## src/rtl/fam_pkg.sv

```systemverilog
// ----------------------------------------------------------------------------
// fam_pkg
// Shared constants, codes and controller/datapath interface types of the
// paged flash array model.
// ----------------------------------------------------------------------------
package fam_pkg;

    localparam int MAX_PAGE_BYTES = 4096;
    localparam int MAX_PAGES      = 16;
    localparam int READ_BURST     = 64;

    localparam int ARRAY_SIZE = MAX_PAGE_BYTES * MAX_PAGES;
    localparam int ADDR_W     = $clog2(ARRAY_SIZE);
    localparam int SIZE_W     = ADDR_W + 1;
    localparam int PB_W       = 13;
    localparam int PG_W       = 5;
    localparam int PIDX_W     = $clog2(MAX_PAGES);
    localparam int RC_W       = $clog2(READ_BURST + 1);
    localparam int LEN_W      = 16;

    localparam logic [7:0] ERASED_BYTE = 8'hFF;

    typedef enum logic [2:0] {
        OP_READ         = 3'd0,
        OP_WRITE        = 3'd1,
        OP_ERASE_PAGE   = 3'd2,
        OP_ERASE_SECTOR = 3'd3,
        OP_ERASE_ALL    = 3'd4,
        OP_QUERY        = 3'd5
    } opcode_t;

    typedef enum logic [1:0] {
        ST_OK    = 2'd0,
        ST_RANGE = 2'd1,
        ST_ALIGN = 2'd2,
        ST_FAIL  = 2'd3
    } status_t;

    typedef enum logic [1:0] {
        CFG_PAGE_BYTES  = 2'd0,
        CFG_PAGES       = 2'd1,
        CFG_WRITE_UNIT  = 2'd2,
        CFG_AUTO_ERASE  = 2'd3
    } cfg_index_t;

    typedef enum logic [1:0] {
        SRCH_INDEX,
        SRCH_ADDR,
        SRCH_SPAN_END
    } search_sel_t;

    typedef enum logic [1:0] {
        SW_PAGE,
        SW_ALL,
        SW_AE,
        SW_CLEAR
    } sweep_sel_t;

    typedef enum logic [1:0] {
        MK_NONE,
        MK_SET_SEARCH,
        MK_SET_AE,
        MK_SET_ALL
    } mark_op_t;

    typedef enum logic [1:0] {
        RES_CONST,
        RES_READ,
        RES_QUERY,
        RES_ACCESS
    } res_src_t;

    typedef struct packed {
        logic        take;
        logic        search_init;
        logic        search_step;
        search_sel_t search_sel;
        logic        save_first;
        logic        save_last;
        logic        sweep_init;
        sweep_sel_t  sweep_sel;
        logic        sweep_step;
        mark_op_t    mark_op;
        logic        ae_advance;
        logic        wr_start;
        logic        wb_issue;
        logic        wb_commit;
        logic        wr_close;
        logic        rd_init;
        logic        rd_issue;
        logic        rd_next;
        logic        emit;
        res_src_t    emit_src;
        status_t     emit_st;
    } cmd_t;

    typedef struct packed {
        logic [2:0] op;
        logic       start;
        logic       len_zero;
        logic       range_bad;
        logic       wip;
        logic       page_bad;
        logic       search_stop;
        logic       search_oor;
        logic       span_ok;
        logic       ae;
        logic       ae_done;
        logic       ae_dirty;
        logic       sweep_last;
        logic       rd_last;
        logic       wb_go;
        logic       out_free;
    } stat_t;

endpackage

```

## src/rtl/fam_ctrl.sv

```systemverilog
// ----------------------------------------------------------------------------
// fam_ctrl
// Sequencer of the flash array model: decodes a request and steps the
// datapath through search, sweep, read-modify-write and result phases.
// ----------------------------------------------------------------------------
module fam_ctrl import fam_pkg::*; (
    input  logic  clk,
    input  logic  rst_n,
    input  logic  in_valid,
    output logic  in_stall,
    input  stat_t stat,
    output cmd_t  cmd
);

    typedef enum logic [4:0] {
        S_CLR_INIT,
        S_CLR_SWEEP,
        S_IDLE,
        S_DECODE,
        S_SEARCH_PG,
        S_SEARCH_SEC,
        S_PG_SWEEP,
        S_ALL_SWEEP,
        S_SPAN_FIRST,
        S_SPAN_LAST,
        S_AE_CHECK,
        S_AE_SWEEP,
        S_WB_ISSUE,
        S_WB_COMMIT,
        S_EMIT_W,
        S_RD_ISSUE,
        S_RD_EMIT,
        S_EMIT_OK,
        S_EMIT_RANGE,
        S_EMIT_FAIL,
        S_EMIT_Q
    } state_t;

    state_t state_reg;
    state_t state_next;

    assign in_stall = (state_reg != S_IDLE);

    always_comb
    begin
        cmd        = '0;
        state_next = state_reg;
        case (state_reg)
            S_CLR_INIT:
            begin
                cmd.sweep_init = 1'b1;
                cmd.sweep_sel  = SW_CLEAR;
                state_next     = S_CLR_SWEEP;
            end
            S_CLR_SWEEP:
            begin
                cmd.sweep_step = 1'b1;
                if (stat.sweep_last)
                    state_next = S_IDLE;
            end
            S_IDLE:
            begin
                if (in_valid)
                begin
                    cmd.take   = 1'b1;
                    state_next = S_DECODE;
                end
            end
            S_DECODE:
            begin
                case (stat.op)
                    OP_READ:
                    begin
                        if (stat.len_zero)
                            state_next = S_EMIT_OK;
                        else if (stat.range_bad)
                            state_next = S_EMIT_RANGE;
                        else
                        begin
                            cmd.rd_init = 1'b1;
                            state_next  = S_RD_ISSUE;
                        end
                    end
                    OP_WRITE:
                    begin
                        if (stat.start)
                        begin
                            cmd.wr_start    = 1'b1;
                            cmd.search_init = 1'b1;
                            state_next = stat.span_ok ? S_SPAN_FIRST : S_WB_ISSUE;
                        end
                        else if (!stat.wip)
                            state_next = S_EMIT_FAIL;
                        else
                            state_next = S_WB_ISSUE;
                    end
                    OP_ERASE_PAGE:
                    begin
                        if (stat.page_bad)
                            state_next = S_EMIT_RANGE;
                        else
                        begin
                            cmd.search_init = 1'b1;
                            state_next      = S_SEARCH_PG;
                        end
                    end
                    OP_ERASE_SECTOR:
                    begin
                        cmd.search_init = 1'b1;
                        state_next      = S_SEARCH_SEC;
                    end
                    OP_ERASE_ALL:
                    begin
                        cmd.sweep_init = 1'b1;
                        cmd.sweep_sel  = SW_ALL;
                        state_next     = S_ALL_SWEEP;
                    end
                    OP_QUERY:
                    begin
                        state_next = stat.page_bad ? S_EMIT_RANGE : S_EMIT_Q;
                    end
                    default:
                    begin
                        state_next = S_EMIT_OK;
                    end
                endcase
            end
            S_SEARCH_PG:
            begin
                cmd.search_sel = SRCH_INDEX;
                if (stat.search_stop)
                begin
                    cmd.sweep_init = 1'b1;
                    cmd.sweep_sel  = SW_PAGE;
                    state_next     = S_PG_SWEEP;
                end
                else
                    cmd.search_step = 1'b1;
            end
            S_SEARCH_SEC:
            begin
                cmd.search_sel = SRCH_ADDR;
                if (stat.search_stop)
                begin
                    if (stat.search_oor)
                        state_next = S_EMIT_RANGE;
                    else
                    begin
                        cmd.sweep_init = 1'b1;
                        cmd.sweep_sel  = SW_PAGE;
                        state_next     = S_PG_SWEEP;
                    end
                end
                else
                    cmd.search_step = 1'b1;
            end
            S_PG_SWEEP:
            begin
                cmd.sweep_step = 1'b1;
                if (stat.sweep_last)
                begin
                    cmd.mark_op = MK_SET_SEARCH;
                    state_next  = S_EMIT_OK;
                end
            end
            S_ALL_SWEEP:
            begin
                cmd.sweep_step = 1'b1;
                if (stat.sweep_last)
                begin
                    cmd.mark_op = MK_SET_ALL;
                    state_next  = S_EMIT_OK;
                end
            end
            S_SPAN_FIRST:
            begin
                cmd.search_sel = SRCH_ADDR;
                if (stat.search_stop)
                begin
                    cmd.save_first = 1'b1;
                    state_next     = S_SPAN_LAST;
                end
                else
                    cmd.search_step = 1'b1;
            end
            S_SPAN_LAST:
            begin
                // continue from the first page; the span end never lies below it
                cmd.search_sel = SRCH_SPAN_END;
                if (stat.search_stop)
                begin
                    cmd.save_last = 1'b1;
                    state_next    = stat.ae ? S_AE_CHECK : S_WB_ISSUE;
                end
                else
                    cmd.search_step = 1'b1;
            end
            S_AE_CHECK:
            begin
                if (stat.ae_done)
                    state_next = S_WB_ISSUE;
                else if (stat.ae_dirty)
                begin
                    cmd.sweep_init = 1'b1;
                    cmd.sweep_sel  = SW_AE;
                    state_next     = S_AE_SWEEP;
                end
                else
                    cmd.ae_advance = 1'b1;
            end
            S_AE_SWEEP:
            begin
                cmd.sweep_step = 1'b1;
                if (stat.sweep_last)
                begin
                    cmd.mark_op    = MK_SET_AE;
                    cmd.ae_advance = 1'b1;
                    state_next     = S_AE_CHECK;
                end
            end
            S_WB_ISSUE:
            begin
                if (stat.wb_go)
                begin
                    cmd.wb_issue = 1'b1;
                    state_next   = S_WB_COMMIT;
                end
                else
                    state_next = S_EMIT_W;
            end
            S_WB_COMMIT:
            begin
                cmd.wb_commit = 1'b1;
                state_next    = S_EMIT_W;
            end
            S_EMIT_W:
            begin
                if (stat.out_free)
                begin
                    cmd.emit     = 1'b1;
                    cmd.emit_src = RES_ACCESS;
                    cmd.wr_close = 1'b1;
                    state_next   = S_IDLE;
                end
            end
            S_RD_ISSUE:
            begin
                cmd.rd_issue = 1'b1;
                state_next   = S_RD_EMIT;
            end
            S_RD_EMIT:
            begin
                if (stat.out_free)
                begin
                    cmd.emit     = 1'b1;
                    cmd.emit_src = RES_READ;
                    cmd.emit_st  = ST_OK;
                    cmd.rd_next  = 1'b1;
                    state_next   = stat.rd_last ? S_IDLE : S_RD_ISSUE;
                end
            end
            S_EMIT_OK, S_EMIT_RANGE, S_EMIT_FAIL:
            begin
                if (stat.out_free)
                begin
                    cmd.emit     = 1'b1;
                    cmd.emit_src = RES_CONST;
                    if (state_reg == S_EMIT_RANGE)
                        cmd.emit_st = ST_RANGE;
                    else if (state_reg == S_EMIT_FAIL)
                        cmd.emit_st = ST_FAIL;
                    else
                        cmd.emit_st = ST_OK;
                    state_next = S_IDLE;
                end
            end
            S_EMIT_Q:
            begin
                if (stat.out_free)
                begin
                    cmd.emit     = 1'b1;
                    cmd.emit_src = RES_QUERY;
                    cmd.emit_st  = ST_OK;
                    state_next   = S_IDLE;
                end
            end
            default:
            begin
                state_next = S_IDLE;
            end
        endcase
    end

    always_ff @(posedge clk or negedge rst_n)
    begin
        if (!rst_n)
            state_reg <= S_CLR_INIT;
        else
            state_reg <= state_next;
    end

    a_clear_blocks_input: assert property (@(posedge clk) disable iff (!rst_n)
        (state_reg == S_CLR_SWEEP) |-> in_stall)
        else $error("request accepted during clearing pass");

    a_take_from_idle: assert property (@(posedge clk) disable iff (!rst_n)
        cmd.take |=> (state_reg == S_DECODE))
        else $error("accepted request not decoded");

    a_commit_then_report: assert property (@(posedge clk) disable iff (!rst_n)
        (state_reg == S_WB_COMMIT) |=> (state_reg == S_EMIT_W))
        else $error("byte commit not followed by its result");

endmodule

```

## config.mk

```make
export PLATFORM = sky130hd
export DESIGN_NAME = fam_ctrl
export DESIGN_NICKNAME = d
export VERILOG_FILES = /design/src/rtl/fam_pkg.sv /design/src/rtl/fam_ctrl.sv
export SDC_FILE = /design/constraint.sdc
export NUM_CORES = 1
export LEC_CHECK = 0
export ABC_AREA = 0
export BUFFER_PORTS_ARGS = -buffer_cell sky130_fd_sc_hd__buf_2
export CORE_AREA = 2 2 53 55
export CTS_BUF_LIST = sky130_fd_sc_hd__clkbuf_4 sky130_fd_sc_hd__clkbuf_8 sky130_fd_sc_hd__clkbuf_16
export CTS_CLUSTER_DIAMETER = 30
export DETAILED_ROUTE_END_ITERATION = 10
export DIE_AREA = 0 0 55 57
export HOLD_SLACK_MARGIN = 0.08
export PLACE_DENSITY = 0.83
export SLEW_MARGIN = 40
export SYNTH_ARGS = -nofsm -noshare
export SYNTH_HDL_FRONTEND = slang
export SYNTH_SLANG_ARGS = --single-unit
export TNS_END_PERCENT = 30
```

## constraint.sdc

```tcl
create_clock -name clk -period 2 [get_ports clk]
set_clock_uncertainty 0.05 [all_clocks]
set_input_delay 0.4 -clock clk [delete_from_list [all_inputs] [get_ports clk]]
set_output_delay 0.4 -clock clk [all_outputs]
set_load 0.005 [all_outputs]
```

Yosys cells after proc, flatten, opt, wreduce, memory -nomap -nowiden
Index checks and enable logic that the tools add are counted.

word-level totals
  memory bits (writable) = 0
  latch bits = 0
  memories = 0
  output and inout port bits = 27
  ROM bits = 0
  flip-flop bits (word level) = 5
  logic and storage cells = 118

operators by class
  bitwise logic cells = 0
  mux-type cells = 72
  order comparisons = 0
  equality and inequality tests = 37
  reductions and logical operators = 8
  divide/modulo/power cells = 0
  shifts and indexed selects = 0
  add/subtract/negate cells = 0
  $mul = 0

operator list
  operator                                                                  count
  5-bit two-way mux                                                         20
  5-bit one-hot mux with 16 select lines                                    1
  5-bit by 4-bit == test with 1-bit output (second input constant)          8
  3-bit two-way mux                                                         11
  5-bit one-hot mux with 6 select lines                                     1
  1-bit two-way mux                                                         26
  5-bit == test (second input constant)                                     5
  5-bit by 3-bit == test with 1-bit output (second input constant)          4
  2-bit inequality test (second input constant)                             8
  3-bit one-hot mux with 5 select lines                                     1
  2-bit one-hot mux with 3 select lines                                     2
  3-bit one-hot mux with 4 select lines                                     1
  11-bit AND reduction                                                      1
  5-bit by 2-bit == test with 1-bit output (second input constant)          2
  3-bit one-hot mux with 3 select lines                                     1
  2-bit two-way mux                                                         4
  3-bit by 2-bit == test with 1-bit output (second input constant)          2
  3-bit == test (second input constant)                                     2
  6-bit two-way mux                                                         1
  5-bit by 1-bit == test with 1-bit output (second input constant)          1
  5-bit zero test                                                           1
  5-bit by 2-bit inequality test with 1-bit output (second input constant)  1
  5-bit OR reduction                                                        1
  4-bit two-way mux                                                         1
  9 further kinds                                                           11

Longest topological paths before layout
  depth in word-level cells = 5
  mapped depth = 7
  mapped depth without buffers = 5

Least setup slack after synthesis
OpenSTA, ideal clock, no wires.

  path kind = register to register
  start = register state_reg[1]
  end = register state_reg[3]
  library setup time = 0.125 ns
  arrival time = 1.667 ns
  clock period less this slack = 1.842 ns
  cell stages (with the launch flop) = 7
  setup slack = 0.158 ns
  path through = dfrtp_1 -> buf_6 -> and2_1 -> a221oi_2 -> nor3_1 -> nor4_4 -> mux2_4

between the ends
  word-level cells in the longest chain between the ends = 4
  elaborated cells on any way between the ends = 36

ends and longest elaborated chain
  element                                                                           RTL line         text
  from (decl)                                                                       fam_ctrl.sv:39   state_t state_reg;
  from (signal assigned)                                                            fam_ctrl.sv:299  state_reg <= state_next;
  5-bit == test (tied with other cells)                                             fam_ctrl.sv:48   case (state_reg)
  5-bit OR reduction (no source line) / 2-bit OR reduction (equally long branches)  -
  2-bit by 1-bit inequality test with 1-bit output (no source line)                 -
  11-bit AND reduction (no source line)                                             -

Several ways; a longest one is shown, not always the timed one.
A chain may end at the register's enable or synchronous reset.

Worst setup path in the final report
  start = register state_reg[2]
  end = register state_reg[1]

Same word-level chain as after synthesis.

==> impl.org <==
** Yosys
- Yosys mapped a number of flops with a built-in enable equal to 0.
- Yosys warning count :: 0
- Flop and latch count out of synthesis :: 5
- Synthesis produced 151 cells.
- Number of distinct library cell variants in the gate-level netlist after synthesis :: 42
- Fraction of registers with async set/reset :: 100%
- The number of nets in the synthesized netlist is 172.
- Dividing the synthesized area by the synthesized cell count gives 6.79 sq um.
- Syn Std Cell Area :: 0.00103 sq mm
- Sequential element share of the synthesized area :: between 10% and 20%
- Among all flip-flop cells after synthesis, the most frequent one is sky130_fd_sc_hd__dfrtp_1.

** Power and ir drop
- Largest voltage drop on the vdd net :: 0.000827 V
- Register share of total power :: a little under an eighth
- The analysis attributes to cell leakage a power of 0.846 nW.
- The share of total power dissipated in combinational logic is 82.3%.
- The clock network accounts for 6.2% of the total power.
- The internal power of the cells totals 1.14 mW.
- Power density over the cells :: 1240 mW/mm^2
- Net switching is 46.0% of the power.
- The analysis attributes to net switching a power of 0.971 mW.

** Place
- In this run, placement finished with an instance count of 238.
- Port buffering added between 40 and 50 buffers.
- Pre-CTS setup slack :: 17.6 ps
- Total half-perimeter wirelength after legalization and detailed placement :: between 2000 and 3000 microns
- Routability Congestion :: 0.833
- Area after detailed placement :: 0.00139 sq mm

** STA
- Count of endpoints failing setup in the final report :: 8
- After layout, the worst path uses 104% of the clock period.
- The smallest clock period supported by the final layout is computed as ~2100 ps.
- The number of max-slew violations in the final report was 0.
- The final number of hold-violating endpoints is 0.
- Peak clock frequency supported by timing :: about 0.48 GHz
- Slew Limit Headroom :: 75.5%
- Setup repair after global routing could not meet its margin everywhere.
- After layout, the worst setup slack is -87.9 ps.
- Across all hold checks on the routed design, the worst slack comes to between 400 and 500 ps.
- Worst Tran Pin Value :: 366 ps

** GRT
- The via count of the first global-routing pass came to 1234.
- Entering global routing, the biggest net connects 15 pins.
- The initial antenna violation count came to 0.
- In the global route stage, overall resource usage came out at 22.8%.
- Global routing finished with a remaining overflow of 0.
- Wire length of the first global-routing pass :: 5390 microns

** Detailed routing
- Once detail routing completed, the nets flagged for antenna violations numbered 0.
- For this run, design rule violations remaining after detail routing come to 0.
- Avg Vias per Cell :: 5.79
- First-pass DRT Iterations :: 4
- Aggregate routed wire length :: 4030 microns
- Vias :: around 1500
- Routed wire length per instance :: around 16 microns
- In this run, the number of DRC markers left after iteration 0 of detailed routing was 70.

** Clocking
- The clock reaches the later pin of the worst-skew pair after 240 ps.
- Total number of clock tree sinks :: 5
- CTS max path bufs :: 2
- Clock slew at reported path FFs :: 40 ps
- In this run the number of H-tree levels came out at 1.
- TritonCTS built the clock tree.
- Root cell of the clock tree :: sky130_fd_sc_hd__clkbuf_4
- Counting the buffers created by CTS gives 3.

** Setup path
- STA puts the critical path data arrival time at roughly 2200 ps.
- Startpoint kind of the worst setup timing path :: register
- STA classifies the critical path endpoint as a register.
- In this run the critical register-to-register path is launched from state_reg[2]$_DFFE_PN0P_.
- Data on the critical path is required at its endpoint by 2070 ps.
- The most critical setup path has its startpoint at state_reg[2]$_DFFE_PN0P_.
- The critical path is of the register to register type.
- Of all nets on the critical path, the largest fanout is 8.

** Cells and area
- N_diodes :: 0
- Register Area :: approximately 130 sq um
- Of the cells placed in the final design, the portion with a size suffix greater than 1 is 54.0%.
- For this run, the number of standard cells in the final layout without fillers is 257.
- Relative to the synthesized area, the layout overhead comes to 65.6%.
- After filler insertion, the fill cell instance count of the layout stands at approximately 220.
- Cells fill between 60% and 70% of the core in the end.
- Total non-filler cell area in the finished layout :: 0.00170 sq mm
- Flip-flop count of the largest register, all copies and words added :: 5
- Net count, final :: between 200 and 250
- Multi-input combinational cell area :: roughly 940 sq um

** Floorplan
- Row generation in the floorplan step produced 19 rows.
- In this run the count of I/O pins placed on the die edge is 48.
- Once the floorplan was initialized, standard cells occupied 39.2% of the core.
- Placeable core area :: 0.00262 sq mm
- In this run the horizontal extent of the chip is 55 microns.
- The die covers 0.00314 sq mm.
- Die Y :: 57 microns

** Run status
- The final reports fail on setup timing.
- The flow ran to the end, but the final reports show violations.

** Run
- Across the run, the number of max-cap violations was 0.

** Min path
- The tightest min-delay check is of the input port to asynchronous set/reset pin type.
-- metal layers --
layer	vias to the layer above	GRT usage (%)	wire length, microns
li1	702	-	-
met1	674	29.1	1520
met2	99	39.6	2090
met3	13	1.31	316
met4	0	8.01	103
met5	-	0	0
-- path summary, 6_finish.rpt --
check                      slack, ps                  endpoint  cells after the start
max reg2reg                      -90  state_reg[1]$_DFFE_PN0P_                      7
max                              -90  state_reg[1]$_DFFE_PN0P_                      7
min in group clk                 640  state_reg[2]$_DFFE_PN0P_                      4
min reg2reg                      720  state_reg[4]$_DFFE_PN0P_                      2
max in group asynchronous       1310  state_reg[0]$_DFFE_PN0P_                      2
min                              450  state_reg[3]$_DFFE_PN0P_                      2
-- cell families (layout without fill, tap and decap cells) --
kind of cell / count (synthesis) / in the layout / synth area share (%)
mux: 5 / 5 / 6.34
compound gates: 38 / 38 / 26.7
flops: 5 / 5 / 12.2
simple gates: 87 / 87 / 47.0
buf+inv: 16 / 91 / 7.81
-- what timing repair did --
action,CTS,global route
gates resized for setup,15,29
setup endpoints to repair,18,14
hold buffers,1,0
buffers inserted,9,5
pin swaps,3,5
hold endpoints to repair,5,0
-- Yosys cell counts, drive strengths merged (3+ instances only) --
| cell | instances | area (sq um) |
|---|---|---|
| o21ai | 6 | 30.0 |
| a21o | 3 | 22.5 |
| or2 | 4 | 25.0 |
| mux2 | 3 | 45.0 |
| nor2b | 6 | 60.1 |
| dfrtp | 5 | 125 |
| nor2 | 30 | 113 |
| buf | 6 | 42.5 |
| a21oi | 9 | 45.0 |
| nand3 | 6 | 30.0 |
| inv | 5 | 18.8 |
| nand2b | 4 | 25.0 |
| and3 | 6 | 37.5 |
| nor3 | 9 | 50.1 |
| a211oi | 3 | 22.5 |
| nand2 | 10 | 37.5 |
| nor4 | 4 | 46.3 |
| or3 | 3 | 18.8 |
| clkbuf | 5 | 18.8 |
-- cell type report --
class,count,area share [%]
repair buffers,82,31.9
flip-flops and latches,5,7.73
inverters,5,1.10
well taps,31,2.28
clock buffers,4,1.77
multi-input cells,130,55.2
-- layout by cell type (no fill, tap or decap), types with 2 or more instances in the layout --
cell / synthesis / final
sky130_fd_sc_hd__o221ai_1: 2 / 2
sky130_fd_sc_hd__nor3_1: 8 / 4
sky130_fd_sc_hd__nand3_2: 0 / 2
sky130_fd_sc_hd__dfrtp_2: 0 / 5
sky130_fd_sc_hd__nand2_1: 10 / 10
sky130_fd_sc_hd__o21ai_0: 6 / 6
sky130_fd_sc_hd__or3_1: 3 / 3
sky130_fd_sc_hd__clkbuf_4: 0 / 4
sky130_fd_sc_hd__nand3_1: 6 / 4
sky130_fd_sc_hd__mux2_4: 3 / 3
sky130_fd_sc_hd__nor3_2: 1 / 3
sky130_fd_sc_hd__or2_2: 4 / 3
sky130_fd_sc_hd__nor3_4: 0 / 2
sky130_fd_sc_hd__nand2b_1: 4 / 2
sky130_fd_sc_hd__buf_4: 0 / 23
sky130_fd_sc_hd__mux2i_1: 2 / 2
sky130_fd_sc_hd__a21o_1: 3 / 3
sky130_fd_sc_hd__nand3b_1: 2 / 2
sky130_fd_sc_hd__a211oi_1: 3 / 3
sky130_fd_sc_hd__buf_6: 2 / 11
sky130_fd_sc_hd__and3_4: 0 / 2
sky130_fd_sc_hd__inv_1: 5 / 5
sky130_fd_sc_hd__nor2_1: 30 / 28
sky130_fd_sc_hd__buf_2: 4 / 47
sky130_fd_sc_hd__nor2b_4: 3 / 3
sky130_fd_sc_hd__nor2_2: 0 / 2
sky130_fd_sc_hd__and3_1: 6 / 4
sky130_fd_sc_hd__a22oi_1: 2 / 2
sky130_fd_sc_hd__nor4b_2: 0 / 2
sky130_fd_sc_hd__nor2b_1: 3 / 2
sky130_fd_sc_hd__a221o_1: 2 / 2
sky130_fd_sc_hd__nor4_4: 1 / 2
sky130_fd_sc_hd__a21oi_1: 9 / 9
-- power by group through the flow --
stage / Combinational (mW) / Clock, mW / Sequential [mW]
4_1_cts: 1.43 / 0.132 / 0.236
3_3_place_gp: 1.27 / 0 / 0.233
6_report: 1.74 / 0.130 / 0.244
2_1_floorplan: 0.869 / 0 / 0.184
3_5_place_dp: 1.29 / 0 / 0.235
5_1_grt: 1.85 / 0.143 / 0.249
-- critical path: stages (launching register included) --
cell and delay, ps:
sky130_fd_sc_hd__dfrtp_2 510, sky130_fd_sc_hd__buf_6 160, sky130_fd_sc_hd__a32oi_1 270, sky130_fd_sc_hd__nor3_1 100
sky130_fd_sc_hd__buf_4 150, sky130_fd_sc_hd__nor4_4 260, sky130_fd_sc_hd__buf_6 170, sky130_fd_sc_hd__mux2_4 300
-- metrics by stage --
| step | power [mW] | setup TNS [ps] |
|---|---|---|
| 6_report | 2.11 | -423 |
| 3_5_place_dp | 1.53 | 0 |
| 5_1_grt | 2.25 | -958 |
| 2_1_floorplan | 1.05 | 0 |
| 3_3_place_gp | 1.50 | 0 |
| 4_1_cts | 1.79 | -32.8 |
Note: power is estimated with default switching activity, not from simulation.
